**config.mk**
```make
export PLATFORM = sky130hd
export DESIGN_NAME = preemptive_priority_scheduler
export DESIGN_NICKNAME = d
export VERILOG_FILES = /design/src/hw/rtl/pps_pkg.sv /design/src/hw/rtl/preemptive_priority_scheduler.sv /design/src/hw/rtl/pps_store.sv /design/src/hw/rtl/pps_scan.sv
export SDC_FILE = /design/constraint.sdc
export NUM_CORES = 1
export LEC_CHECK = 0
export ABC_CLOCK_PERIOD_IN_PS = 7500
export BUFFER_PORTS_ARGS = -buffer_cell sky130_fd_sc_hd__buf_2
export CAP_MARGIN = 20
export CORE_MARGIN = 4
export CORE_UTILIZATION = 60
export CTS_CLUSTER_DIAMETER = 100
export DETAILED_ROUTE_END_ITERATION = 8
export GPL_TIMING_DRIVEN = 0
export PLACE_DENSITY = 0.77
export SETUP_SLACK_MARGIN = 0.3
export SLEW_MARGIN = 20
export SYNTH_ARGS = -nofsm -noshare
export SYNTH_HDL_FRONTEND = slang
export SYNTH_HIERARCHICAL = 1
export SYNTH_SLANG_ARGS = --single-unit
```
**constraint.sdc**
```tcl
create_clock -name clk -period 7.5 [get_ports clk]
set_clock_uncertainty 0.05 [all_clocks]
set_input_delay 0.75 -clock clk [delete_from_list [all_inputs] [get_ports clk]]
set_output_delay 0.75 -clock clk [all_outputs]
set_load 0.02 [all_outputs]
```
**src/hw/rtl/pps_pkg.sv**
```systemverilog
// Shared widths and record types of the preemptive priority scheduler.
`timescale 1ns / 1ps
`default_nettype none
package pps_pkg;

  localparam int ID_W    = 16;
  localparam int ARR_W   = 16;
  localparam int BURST_W = 12;
  localparam int PRI_W   = 8;
  localparam int RES_W   = 17;
  localparam int TOT_W   = 21;

  // One process record as held in the slot memories.
  typedef struct packed {
    logic [ID_W-1:0]    id;
    logic [ARR_W-1:0]   arrival;
    logic [BURST_W-1:0] burst;
    logic [PRI_W-1:0]   prio;
    logic [BURST_W-1:0] remaining;
  } entry_t;

  // Outcome of one pass over the loaded slots.
  typedef struct packed {
    logic             have_best;
    entry_t           best;
    logic             have_next;
    logic [ARR_W-1:0] next_arr;
  } scan_t;

endpackage
`default_nettype wire

```
**src/hw/rtl/preemptive_priority_scheduler.sv**
```systemverilog
// Top level of the preemptive priority scheduler: load sequencer, time keeping and results.
//
//  channel   handshake                 payload
//  -------   -----------------------   ---------------------------------------------
//  record    start high, busy low      process_id arrival_time burst_time
//                                      priority_req last_process
//  result    result_strobe, 1 cycle    done_id finish_time waiting_time
//                                      turnaround_time total_waiting total_turnaround
//                                      last_result
//
// A record without the last mark is stored and busy stays low.
// After the last record, each scheduling step is one pass over the n loaded
// slots through the single slot read port, plus the finish state to form a
// result when a process completes. Idle gaps and preemptions each cost one
// extra pass. Reset is synchronous and clears the sequencer and counts;
// the slot memories hold garbage until loaded. Results cannot be stalled.
`timescale 1ns / 1ps
`default_nettype none
module preemptive_priority_scheduler #(
  parameter int PROCESS_SLOTS = 16
) (
  input  logic                        clk,
  input  logic                        rst,
  input  logic                        start,
  output logic                        busy,
  input  logic [pps_pkg::ID_W-1:0]    process_id,
  input  logic [pps_pkg::ARR_W-1:0]   arrival_time,
  input  logic [pps_pkg::BURST_W-1:0] burst_time,
  input  logic [pps_pkg::PRI_W-1:0]   priority_req,
  input  logic                        last_process,
  output logic                        result_strobe,
  output logic [pps_pkg::ID_W-1:0]    done_id,
  output logic [pps_pkg::RES_W-1:0]   finish_time,
  output logic [pps_pkg::RES_W-1:0]   waiting_time,
  output logic [pps_pkg::RES_W-1:0]   turnaround_time,
  output logic [pps_pkg::TOT_W-1:0]   total_waiting,
  output logic [pps_pkg::TOT_W-1:0]   total_turnaround,
  output logic                        last_result
);
  import pps_pkg::*;

  localparam int IDX_W  = $clog2(PROCESS_SLOTS);
  localparam int CNT_W  = $clog2(PROCESS_SLOTS + 1);
  // Latest possible completion is the latest arrival plus every burst.
  localparam int TIME_W = $clog2((1 << ARR_W) + PROCESS_SLOTS * (1 << BURST_W));

  localparam logic [1:0] ST_IDLE   = 2'd0;
  localparam logic [1:0] ST_SCAN   = 2'd1;
  localparam logic [1:0] ST_DECIDE = 2'd2;
  localparam logic [1:0] ST_FINISH = 2'd3;

  logic [1:0]               state;
  logic [CNT_W-1:0]         loaded_count;
  logic [CNT_W-1:0]         done_count;
  logic [CNT_W-1:0]         issue_cnt;
  logic                     rd_vld;
  logic [IDX_W-1:0]         rd_idx;
  logic [TIME_W-1:0]        now;
  logic [PROCESS_SLOTS-1:0] finished;
  logic [TOT_W-1:0]         tot_wait;
  logic [TOT_W-1:0]         tot_turn;

  logic              accept;
  logic              load_wr;
  logic              issue;
  logic              scan_last;
  entry_t            wr_entry;
  entry_t            rd_entry;
  scan_t             scan_res;
  logic [IDX_W-1:0]  best_idx;
  logic              rem_wr_en;
  logic [BURST_W-1:0] rem_data;
  logic [TIME_W-1:0] end_t;
  logic [TIME_W-1:0] next_ext;
  logic              preempt;
  logic [TIME_W-1:0] turn;
  logic [TIME_W-1:0] wait_t;
  logic              final_one;

  assign busy    = (state != ST_IDLE);
  assign accept  = start && !busy;
  assign load_wr = accept && (loaded_count < CNT_W'(PROCESS_SLOTS));
  assign issue   = (state == ST_SCAN) && (issue_cnt < loaded_count);
  assign scan_last = rd_vld && (CNT_W'(rd_idx) == (loaded_count - CNT_W'(1)));

  assign wr_entry.id        = process_id;
  assign wr_entry.arrival   = arrival_time;
  assign wr_entry.burst     = burst_time;
  assign wr_entry.prio      = priority_req;
  assign wr_entry.remaining = burst_time;

  assign next_ext = {{(TIME_W-ARR_W){1'b0}}, scan_res.next_arr};
  assign end_t    = now + {{(TIME_W-BURST_W){1'b0}}, scan_res.best.remaining};
  assign preempt  = scan_res.have_next && (next_ext < end_t);
  // What is left of the burst after running up to the next arrival.
  assign rem_data  = BURST_W'(end_t - next_ext);
  assign rem_wr_en = (state == ST_DECIDE) && scan_res.have_best && preempt;

  assign turn      = now - {{(TIME_W-ARR_W){1'b0}}, scan_res.best.arrival};
  assign wait_t    = turn - {{(TIME_W-BURST_W){1'b0}}, scan_res.best.burst};
  assign final_one = ((done_count + CNT_W'(1)) == loaded_count);

  pps_store #(
    .SLOTS (PROCESS_SLOTS),
    .IDX_W (IDX_W)
  ) u_store (
    .clk       (clk),
    .wr_en     (load_wr),
    .wr_addr   (loaded_count[IDX_W-1:0]),
    .wr_entry  (wr_entry),
    .rem_wr_en (rem_wr_en),
    .rem_addr  (best_idx),
    .rem_data  (rem_data),
    .rd_addr   (issue_cnt[IDX_W-1:0]),
    .rd_entry  (rd_entry)
  );

  pps_scan #(
    .IDX_W  (IDX_W),
    .TIME_W (TIME_W)
  ) u_scan (
    .clk      (clk),
    .rst      (rst),
    .clear    (state != ST_SCAN),
    .rd_vld   (rd_vld),
    .rd_idx   (rd_idx),
    .rd_done  (finished[rd_idx]),
    .rd_entry (rd_entry),
    .now      (now),
    .result   (scan_res),
    .best_idx (best_idx)
  );

  always_ff @(posedge clk) begin
    if (rst) begin
      state         <= ST_IDLE;
      loaded_count  <= '0;
      done_count    <= '0;
      issue_cnt     <= '0;
      rd_vld        <= 1'b0;
      now           <= '0;
      finished      <= '0;
      tot_wait      <= '0;
      tot_turn      <= '0;
      result_strobe <= 1'b0;
    end else begin
      result_strobe <= (state == ST_FINISH);
      rd_vld        <= issue;
      if (issue) begin
        issue_cnt <= issue_cnt + CNT_W'(1);
      end
      unique case (state)
        ST_IDLE: begin
          if (load_wr) begin
            loaded_count <= loaded_count + CNT_W'(1);
          end
          if (accept && last_process) begin
            state     <= ST_SCAN;
            issue_cnt <= '0;
          end
        end
        ST_SCAN: begin
          if (scan_last) begin
            state <= ST_DECIDE;
          end
        end
        ST_DECIDE: begin
          issue_cnt <= '0;
          if (!scan_res.have_best) begin
            now   <= next_ext;
            state <= ST_SCAN;
          end else if (preempt) begin
            now   <= next_ext;
            state <= ST_SCAN;
          end else begin
            now                <= end_t;
            finished[best_idx] <= 1'b1;
            state              <= ST_FINISH;
          end
        end
        ST_FINISH: begin
          if (final_one) begin
            state        <= ST_IDLE;
            loaded_count <= '0;
            done_count   <= '0;
            now          <= '0;
            finished     <= '0;
            tot_wait     <= '0;
            tot_turn     <= '0;
          end else begin
            state      <= ST_SCAN;
            done_count <= done_count + CNT_W'(1);
            tot_wait   <= tot_wait + TOT_W'(wait_t);
            tot_turn   <= tot_turn + TOT_W'(turn);
          end
        end
        default: begin
          state <= ST_IDLE;
        end
      endcase
    end
  end

  always_ff @(posedge clk) begin
    rd_idx <= issue_cnt[IDX_W-1:0];
    if (state == ST_FINISH) begin
      done_id          <= scan_res.best.id;
      finish_time      <= now[RES_W-1:0];
      waiting_time     <= wait_t[RES_W-1:0];
      turnaround_time  <= turn[RES_W-1:0];
      total_waiting    <= tot_wait + TOT_W'(wait_t);
      total_turnaround <= tot_turn + TOT_W'(turn);
      last_result      <= final_one;
    end
  end

`ifndef ASSERT_OFF
  a_last_ends_run: assert property (@(posedge clk) disable iff (rst)
    (result_strobe && last_result) |-> !busy)
    else $error("scheduler still busy during the final result");

  a_last_starts_run: assert property (@(posedge clk) disable iff (rst)
    (accept && last_process) |=> busy)
    else $error("last record did not start the schedule");

  a_done_below_loaded: assert property (@(posedge clk) disable iff (rst)
    busy |-> (done_count < loaded_count))
    else $error("completion count reached the loaded count while busy");

  a_result_from_run: assert property (@(posedge clk) disable iff (rst)
    result_strobe |-> $past(busy))
    else $error("result transfer without a running schedule");
`endif

endmodule
`default_nettype wire

```
**src/hw/rtl/pps_store.sv**
```systemverilog
// Slot memories for the process records, a load write port, a remaining-time write port and one registered read port.
`timescale 1ns / 1ps
`default_nettype none
module pps_store #(
  parameter int SLOTS = 16,
  parameter int IDX_W = 4
) (
  input  logic                         clk,
  input  logic                         wr_en,
  input  logic [IDX_W-1:0]             wr_addr,
  input  pps_pkg::entry_t              wr_entry,
  input  logic                         rem_wr_en,
  input  logic [IDX_W-1:0]             rem_addr,
  input  logic [pps_pkg::BURST_W-1:0]  rem_data,
  input  logic [IDX_W-1:0]             rd_addr,
  output pps_pkg::entry_t              rd_entry
);
  import pps_pkg::*;

  logic [ID_W-1:0]    id_mem      [SLOTS];
  logic [ARR_W-1:0]   arrival_mem [SLOTS];
  logic [BURST_W-1:0] burst_mem   [SLOTS];
  logic [PRI_W-1:0]   prio_mem    [SLOTS];
  logic [BURST_W-1:0] rem_mem     [SLOTS];

  always_ff @(posedge clk) begin
    if (wr_en) begin
      id_mem[wr_addr]      <= wr_entry.id;
      arrival_mem[wr_addr] <= wr_entry.arrival;
      burst_mem[wr_addr]   <= wr_entry.burst;
      prio_mem[wr_addr]    <= wr_entry.prio;
    end
  end

  // Loading and preemption never happen in the same cycle.
  always_ff @(posedge clk) begin
    if (wr_en) begin
      rem_mem[wr_addr] <= wr_entry.remaining;
    end else if (rem_wr_en) begin
      rem_mem[rem_addr] <= rem_data;
    end
  end

  always_ff @(posedge clk) begin
    rd_entry.id        <= id_mem[rd_addr];
    rd_entry.arrival   <= arrival_mem[rd_addr];
    rd_entry.burst     <= burst_mem[rd_addr];
    rd_entry.prio      <= prio_mem[rd_addr];
    rd_entry.remaining <= rem_mem[rd_addr];
  end

endmodule
`default_nettype wire

```
**src/hw/rtl/pps_scan.sv**
```systemverilog
// Compare unit that walks the slots one per cycle, tracking the best ready process and next arrival.
`timescale 1ns / 1ps
`default_nettype none
module pps_scan #(
  parameter int IDX_W  = 4,
  parameter int TIME_W = 17
) (
  input  logic              clk,
  input  logic              rst,
  input  logic              clear,
  input  logic              rd_vld,
  input  logic [IDX_W-1:0]  rd_idx,
  input  logic              rd_done,
  input  pps_pkg::entry_t   rd_entry,
  input  logic [TIME_W-1:0] now,
  output pps_pkg::scan_t    result,
  output logic [IDX_W-1:0]  best_idx
);
  import pps_pkg::*;

  logic [TIME_W-1:0] arr_ext;
  logic              arrived;
  logic              take_best;
  logic              take_next;

  assign arr_ext = {{(TIME_W-ARR_W){1'b0}}, rd_entry.arrival};
  assign arrived = (arr_ext <= now);

  // Ties on priority go to the earlier arrival; on a full tie the earlier slot stays.
  assign take_best = rd_vld && !rd_done && arrived &&
                     (!result.have_best || (rd_entry.prio > result.best.prio) ||
                      ((rd_entry.prio == result.best.prio) &&
                       (rd_entry.arrival < result.best.arrival)));
  assign take_next = rd_vld && !rd_done && !arrived &&
                     (!result.have_next || (rd_entry.arrival < result.next_arr));

  always_ff @(posedge clk) begin
    if (rst || clear) begin
      result.have_best <= 1'b0;
      result.have_next <= 1'b0;
    end else begin
      if (take_best) begin
        result.have_best <= 1'b1;
      end
      if (take_next) begin
        result.have_next <= 1'b1;
      end
    end
    if (take_best) begin
      result.best <= rd_entry;
      best_idx    <= rd_idx;
    end
    if (take_next) begin
      result.next_arr <= rd_entry.arrival;
    end
  end

endmodule
`default_nettype wire

```
* Yosys cells after proc, flatten, opt, wreduce, memory -nomap -nowiden *
Memory sizes are Yosys's and may differ from the RTL's. A register that Yosys moved wholly into a read port is not among the register bits.
Cells that the tools add are included.
Widths: inputs -> output; s select.

storage, ports and cells
  memory bits (writable) = 1024
  bits in latches = 0
  memories kept = 5
  input port bits = 56
  output and inout port bits = 112
  bits in registers = 294
  bits in read-only memories = 0
  word-level logic and storage cells = 134

memory list
  name                 words  width  rd ports  clocked after Yosys merged registers in  wr ports  line             source
  u_store.arrival_mem  16     16     1         1                                        1         pps_store.sv:21  logic [ARR_W-1:0] arrival_mem [SLOTS];
  u_store.id_mem       16     16     1         1                                        1         pps_store.sv:20  logic [ID_W-1:0] id_mem [SLOTS];
  u_store.burst_mem    16     12     1         1                                        1         pps_store.sv:22  logic [BURST_W-1:0] burst_mem [SLOTS];
  u_store.rem_mem      16     12     1         1                                        1         pps_store.sv:24  logic [BURST_W-1:0] rem_mem [SLOTS];
  u_store.prio_mem     16     8      1         1                                        1         pps_store.sv:23  logic [PRI_W-1:0] prio_mem [SLOTS];

operators by class
  eq/ne operators = 13
  multiply operators = 0
  $lt $le $gt $ge = 10
  reduce and logical (&&, ||, !) cells = 33
  add/sub/neg operators = 10
  div/mod/pow operators = 0
  shifts and indexed selects = 0
  bitwise operators = 1
  mux-type cells = 35

operator list
  cell                 count
  $mux 17              3
  $mux 16              3
  $add 21x17->21       2
  $mux 21              2
  $pmux 17 s2          1
  $lt 16x16->1         2
  $pmux 16 s2          1
  $mux 5               5
  $pmux 5 s2           2
  $add 17x12->17       1
  $le 16x17->1         1
  $lt 16x17->1         1
  $sub 17x12->17       1
  $sub 17x16->17       1
  $or 16x16->16        1
  $add 5x1->5 const B  3
  $logic_and 1x1->1    15
  $mux 12              1
  $reduce_or 12->1     1
  $sub 12x12->12       1
  $lt 4x5->1 const B   2
  $ne 2x2->1 const B   5
  $mux 1               9
  $eq 8x8->1           1
  22 further kinds     37

* Longest topological paths before layout *
Gate-level depths: netlist (run 1).

  depth in word-level cells = 9
  gate-level depth with buffers = 25
  depth with buffers taken out = 25

* By module *
Netlist (run 1), hierarchy kept.

by module, submodules not included
  module                         cells an instance  sequential area each (sq um)  times used  area each (sq um)
  pps_store                      1700               32030.7                       1           39899.5
  preemptive_priority_scheduler  1212               5265.0                        1           11982.7
  pps_scan                       283                2562.5                        1           4002.6

* Worst setup path after synthesis (run 1) *
OpenSTA, ideal clock, no wires.

  kind = input to register
  from = in start
  to = mem u_store.arrival_mem[1][0], enable pin
  setup slack = 1671 ps
  path buffers = 1
  data required time = 6924 ps
  stages = 4
  setup time = 526 ps
  arrival = 5253 ps
  cells stage by stage = nor3b_1 > clkbuf_1 > nand3_1 > nor3_1

on the way
  word-level cells in the longest chain between the ends = 4

RTL lines
  item                          line                                 source
  start: declaration            preemptive_priority_scheduler.sv:24  input logic start,
  $logic_and 1x1->1             preemptive_priority_scheduler.sv:81  assign accept = start && !busy;
  $logic_and 1x1->1             preemptive_priority_scheduler.sv:82  assign load_wr = accept && (loaded_count < CNT_W'(PROCESS_SLOTS));
  $mux 1                        pps_store.sv:27                      if (wr_en) begin
  $mux 1 (not written as such)  pps_store.sv:29                      arrival_mem[wr_addr] <= wr_entry.arrival;
  end: declaration              pps_store.sv:21

Every way passes these cells.

* Worst setup path in the final report (run 1) *
  from = reg now[0]
  to = mem u_store.rem_mem[1][11], enable pin

on the way
  word-level cells in the longest chain between the ends = 9
  elaborated cells on any way between the ends = 10
  those cells by class = add/sub: 1; order compare: 1; mux: 5; reduce/logical: 3

RTL lines
  item                                                      line                                  source
  start: declaration                                        preemptive_priority_scheduler.sv:58   logic [TIME_W-1:0] now;
  start signal: assignment                                  preemptive_priority_scheduler.sv:170  now <= next_ext;
  start signal: assignment                                  preemptive_priority_scheduler.sv:173  now <= next_ext;
  start signal: assignment                                  preemptive_priority_scheduler.sv:176  now <= end_t;
  $add 17x12->17 (*)                                        preemptive_priority_scheduler.sv:93   assign end_t = now + {{(TIME_W-BURST_W){1'b0}}, scan_res.best.remaining};
  $lt 16x17->1 (*)                                          preemptive_priority_scheduler.sv:94   assign preempt = scan_res.have_next && (next_ext < end_t);
  $logic_and 1x1->1 (*)                                     preemptive_priority_scheduler.sv:94
  $logic_and 1x1->1 (*)                                     preemptive_priority_scheduler.sv:97   assign rem_wr_en = (state == ST_DECIDE) && scan_res.have_best && preempt;
  via rem_wr_en                                             preemptive_priority_scheduler.sv:71   logic rem_wr_en;
  $mux 1 (*)                                                pps_store.sv:39                       end else if (rem_wr_en) begin
  $mux 1 (*)                                                pps_store.sv:37                       if (wr_en) begin
  $mux 1 (not written as such) (*)                          pps_store.sv:40                       rem_mem[rem_addr] <= rem_data;
  $reduce_or 12->1 (no source line)                         --
  $mux 4 (no source line) / $mux 1 (equally long branches)  --
  end: declaration                                          pps_store.sv:24

Mark *: on every way through the listed nets, which the timed path passes. The rest lies on a longest branch.

==> results.toml, run 1 <==
[timing]
fmax_ghz = 0.1614
worstMarginPinSlew_ns = 1.043
rsz0062_at_grt = "false"
period_needed_ns = 6.197
tns_ns = 0
fin_crit_sh = 0.8262
slew_headroom = 0.3049
worst_slack_ns = 1.303
final-max-slew-violation-count = 0
hold_viol = 0
finalSetupViolations = 0

[clocking]
insertion_delay_ns = 0.75
cts_tree = "done"
cts_sinks = 1382
hold_buffers = 0
ctsResizeCount = 0
cts.reportedPaths.clkPinSlew_ns = 0.06
cts-root-buf = "clkbuf_16"
cts_buffers = 137
htreeDepth = 4
clock_path_buffers = 3
post_cts_buffers = 0

[floorplanning]
io_pins = 168
die_x_um = 313.2
start_util = 0.6069
die_y_um = 313.2
num_rows = 111
core_um2 = 92080
die_area_um2 = 98090

[pwr]
p_seq_frac = 0.509
power_leakage_nw = 22.13
switchingPower_mw = 3.630
power_mw = 16.89
power_switching_share = 0.2150
ir_drop_v = 0.0003282
intPower_mw = 13.26
combPwrFrac = 0.055
power_density_nw_per_um2 = 261.4
p_clk_frac = 0.436

[job]
drv_cap = 0

[finish]
stdcell_area_um2 = 64600
area_delta_synth_final_pct = 15.59
fill_cells = 5380
final_net_count = 3804
drive_above_1_share = 0.2281
final_common_cell = "edfxtp_1"
final_cell_mix = "edfxtp_1, mux4_2, buf_2"

[yosys]
ys_seq_area_frac = 0.7132
synth-edff-count = 1218
syn-num-nets = 3420
synth.distinct_cells = 85
synthCells = 3195
synthesis.area_um2 = 55880
async_reset_ff_frac = 0
synth.area.top_cells = "edfxtp_1, mux4_2, dfxtp_1"
synth_seq_cells = 1382
yosysWarnings = 6
synth_area_leader_cell = "edfxtp_1"
avgSynthCellArea_um2 = 17.49
synth_top_area_frac = 0.6545
synthFlopType = "edfxtp_1"

[drt]
drt_iter0_drc = 4157
viasPerCell = 6.502
antenna_left = 0
firstDrtPassIters = 6
wl_per_cell_um = 28.67
vias = 32190
post-route-drc-count = 0
wirelength_um = 142000

[placement]
gp_congestion = 0.8980
port_buffers = 167
placed_cell_area_um2 = 59660
place_ws_ns = 1.310
dp_hpwl_um = 91850

[global_route]
grt_max_degree = 41
grt_pass1_wl_um = 211400
grt_usage = 0.2915
grt_pass1_vias = 33330
antenna_found_initial = 22
grt.overflow.total = 0

[run_status]
status = "finished clean"

[setup_path]
worst-endpoint-required_ns = 7.94
critPathMaxFanout = 8
crit_arrival_ns = 6.64
end_kind = "register"
crit_type = "reg -> reg"
start_kind = "register"

[min_path]
min_path_type = "in -> reg"
worst max-delay path, stage by stage, from the launching register on:
cell and delay [ns]:
dfxtp_1 0.47, ha_1 0.32, fa_1 0.41, a21oi_1 0.29
nor2_1 0.11, nor4b_2 0.46, o31ai_1 0.11, a21oi_1 0.19
xnor2_1 0.20, ha_1 0.34, a21o_1 0.17, a21oi_1 0.15
o21ai_0 0.13, o41ai_1 0.46, a211oi_1 0.15, nor2_1 0.37
nand2b_1 0.09, clkbuf_1 0.27, a31oi_1 0.59, nor2_1 0.32
buf_4 0.27
area by class of cell:
| cell class | instances | area (um2) | share of cell area |
|---|---|---|---|
| well taps | 1243 | 1555 | 0.02408 |
| inverters | 149 | 559.3 | 0.008658 |
| repair buffers | 245 | 2077 | 0.03215 |
| diodes | 13 | 32.53 | 0.0005036 |
| plain buffers | 124 | 588.1 | 0.009103 |
| flip-flops and latches | 1382 | 39860 | 0.6170 |
| clock buffers | 171 | 3749 | 0.05803 |
| clock inverters | 84 | 1140 | 0.01765 |
| multi-input cells | 1540 | 15040 | 0.2328 |
cell usage after synthesis (14+ instances only):
library cell and instances:
a211oi_1 14, a21o_1 36, a21oi_1 97, a22oi_1 144
a31oi_1 14, buf_1 21, buf_4 18, clkbuf_1 67
dfxtp_1 164, edfxtp_1 1218, ha_1 163, inv_1 147
mux4_2 261, nand2_1 172, nand2b_1 15, nand3_1 72
nand4_1 17, nor2_1 124, nor2b_1 23, nor3_1 24
o21ai_0 52, xnor2_1 66, xor2_1 35
sequential cells by signal (all words and copies together), names as in the netlist, 17 cells and up:
| name | cells |
|---|---|
| u_store/arrival_mem | 256 |
| u_store/id_mem | 256 |
| u_store/burst_mem | 192 |
| u_store/rem_mem | 192 |
| u_store/prio_mem | 128 |
| u_scan/result | 82 |
| u_store/rd_entry | 64 |
| tot_turn | 21 |
| tot_wait | 21 |
| total_turnaround | 21 |
| total_waiting | 21 |
| finish_time | 17 |
| now | 17 |
| turnaround_time | 17 |
| waiting_time | 17 |
logic make-up (layout without fill, tap and decap cells):
| family | count (synthesis) | after routing | synth area share |
|---|---|---|---|
| flip-flops | 1382 | 1382 | 0.7132 |
| AND/OR/NAND/NOR | 519 | 519 | 0.04455 |
| AO/OA/AOI/OAI | 472 | 472 | 0.05844 |
| multiplexers | 278 | 278 | 0.1085 |
| buffers and inverters | 273 | 773 | 0.02051 |
| adder cells (fa/ha/maj) | 169 | 169 | 0.03864 |
| XOR/XNOR | 102 | 102 | 0.01612 |
| other | 0 | 13 | 0 |
power groups by stage:
stage | Combinational [mW] | Clock, mW | Sequential [mW]
after global placement | 0.834 | 0 | 8.77
after detailed placement | 0.907 | 0 | 8.76
after floorplan | 0.575 | 0 | 8.74
after global routing | 1.01 | 7.78 | 8.60
final | 0.934 | 7.36 | 8.60
after CTS | 0.925 | 7.43 | 8.60
path summary, 6_finish.rpt:
path	from	to	slack, ns	depth (start not counted)
hold reg to reg	u_store/rd_entry[28]$_DFF_P_	u_scan/result[45]$_DFFE_PP_	0.34	0
hold / removal	rst	u_scan/result[81]$_SDFFE_PP0P_	0.18	2
setup reg to reg	now[0]$_SDFFE_PP0P_	u_store/rem_mem[1][11]$_DFFE_PP_	1.30	20
setup / recovery	now[0]$_SDFFE_PP0P_	u_store/rem_mem[1][11]$_DFFE_PP_	1.30	20
metrics by stage:
stage	hold slack (ns)	std cells	utilization
detailed placement	0.3397	4683	0.6480
finish	0.1776	4951	0.7015
global placement	0.3415	4605	0.6329
floorplan	0.3355	3195	-
global route	0.1503	4942	0.7013
CTS	0.1322	4938	0.7011
metal layers:
metal	vias up	part of all wire	track usage
li1	13480	-	-
met1	16340	0.36	0.3730
met2	1965	0.50	0.4920
met3	395	0.095	0.05798
met4	6	0.044	0.1247
met5	-	0.00028	0
Note: power is estimated with default switching activity, not from simulation.
==> inputs of run 2 (changes only) <==
- ABC_CLOCK_PERIOD_IN_PS: 7500 -> 6200
- clock period: 7.5 -> 6.2 ns (I/O delays scaled with it)
==> run 2 against run 1 <==
Design area up 0.25%. Clock power increased by 21%. Combinational power increased by 22%. Sequential power up 21%. Wire length up 0.19%. Count of clock-buffer cells in the layout unchanged. Critical endpoint unchanged. Largest cell class unchanged. Largest power group unchanged.
==> results.toml, run 2 (synthesized netlist as in run 1, its figures left out) <==
[drt]
wirelength_um = 142200
viasPerCell = 6.515
drt_iter0_drc = 4016
wl_met1_um = 51340
highest_layer = "met5"
antenna_left = 0
wl_per_cell_um = 28.69
post-route-drc-count = 0
route.met3.wl_um = 13240
firstDrtPassIters = 5
vias = 32290
wl_met2_um = 71320

[clocking]
clock_path_buffers = 3
cts_sinks = 1382
insertion_delay_ns = 0.74
cts.reportedPaths.clkPinSlew_ns = 0.06
cts_buffers = 137
cts-root-buf = "clkbuf_16"
htreeDepth = 4
cts_tree = "done"

[floorplanning]
num_rows = 111
io_pins = 168
start_util = 0.6069
die_area_um2 = 98090
core_um2 = 92080
die_x_um = 313.2
die_y_um = 313.2

[global_route]
grt_pass1_wl_um = 211400
antenna_found_initial = 22
grt.overflow.total = 0
grt_max_degree = 41
grt_usage = 0.2915
grt_pass1_vias = 33330

[timing]
whs_ns = 0.05263
hold_viol = 0
period_needed_ns = 5.694
final-max-slew-violation-count = 0
fmax_ghz = 0.1756
worstMarginPinSlew_ns = 1.082
worst_slack_ns = 0.5061
slew_headroom = 0.2787
fin_crit_sh = 0.9184
rsz0062_at_grt = "true"
finalSetupViolations = 0
tns_ns = 0

[finish]
area_delta_synth_final_pct = 15.88
biggestRegsByFlops = "u_store/arrival_mem (256), u_store/id_mem (256)"
multi_input_area_um2 = 15160
final_cell_mix = "edfxtp_1, mux4_2, buf_2"
stdcell_area_um2 = 64760
fin_cells = 4957
fill_cells = 5366
regArea_um2 = 39870
final_net_count = 3808
final_util = 0.7033
final_common_cell = "edfxtp_1"
drive_above_1_share = 0.2338

[pwr]
ir_drop_v = 0.0003985
power_mw = 20.44
power_density_nw_per_um2 = 315.6
power_leakage_nw = 22.19

[setup_path]
crit_top_cell = "a21oi_1"
start_kind = "register"
cp_slowest_cell = "a31oi_2"
crit_type = "reg -> reg"
worst-endpoint-required_ns = 6.63
slowest_delay_ns = 0.49
crit_chain = "ha_1, fa_1, a21oi_1, nor2_1, nor4b_4, o31ai_1, a21oi_1, xnor2_1, ha_1, a21o_1, a21oi_1, o21ai_0, o41ai_1, a211oi_1, nor2_2, nand2b_1, clkbuf_1, a31oi_2, nor2_1, buf_4"
end_kind = "register"
crit_arrival_ns = 6.13
critPathMaxFanout = 8
reg2reg_slack_ns = 0.51

[job]
drv_cap = 0

[placement]
gp_congestion = 0.8980
dp_hpwl_um = 91850
dp.cells = 4683
placed_cell_area_um2 = 59660
port_buffers = 167
place_ws_ns = 0.01021

[min_path]
min_path_type = "in -> reg"

[run_status]
status = "finished clean"
## run 2: cell types whose count changed in the layout (fill, tap and decap cells not counted), sizes merged
cell / delta
buf: +4
diode: +2
## run 2: timing repair
item | 4_1_cts | 5_1_grt
hold buffers | 0 | 0
gates resized for setup | 6 | 24
setup buffers | 0 | 4
pin swaps | 0 | 5
endpoints found under the setup margin | 126 | 362
## run 2: final cells by class
class                           instances  share of cell area
Buffer                                124            0.009081
Clock inverter                         84             0.01760
Clock buffer                          171             0.05788
Tap cell                             1243             0.02402
Sequential cell                      1382              0.6156
Timing Repair Buffer                  249             0.03254
Inverter                              149            0.008636
Antenna cell                           15           0.0005796
Multi-Input combinational cell       1540              0.2340
## run 2: worst paths after layout
kind	start	to	cells after the start
max	now[0]$_SDFFE_PP0P_	u_store/rem_mem[1][11]$_DFFE_PP_	20
max reg2reg	now[0]$_SDFFE_PP0P_	u_store/rem_mem[1][11]$_DFFE_PP_	20
min	rst	u_scan/result[81]$_SDFFE_PP0P_	2
min reg2reg	u_store/rd_entry[28]$_DFF_P_	u_scan/result[45]$_DFFE_PP_	0
## run 2: per-layer routing
layer,vias up,track usage
met5,-,0
met4,6,0.1247
met3,395,0.05798
met2,2022,0.4920
met1,16380,0.3731
li1,13500,-
## run 2: where the power goes
group          leakage [nW]  switching, mW  internal (mW)  total (mW)
combinational          7.44          0.702          0.439        1.14
clock                  2.39           3.59           5.30        8.89
sequential             12.4         0.0999           10.3        10.4
total                  22.2           4.39           16.0        20.4
## run 2: critical path: cells and delay by family (launching register included)
kind | cells | cell delay, ns
AO/OA/AOI/OAI | 9 | 2.11
adder cells (fa/ha/maj) | 3 | 1.01
AND/OR/NAND/NOR | 5 | 1.12
flip-flops | 1 | 0.40
XOR/XNOR | 1 | 0.21
buffers and inverters | 2 | 0.55
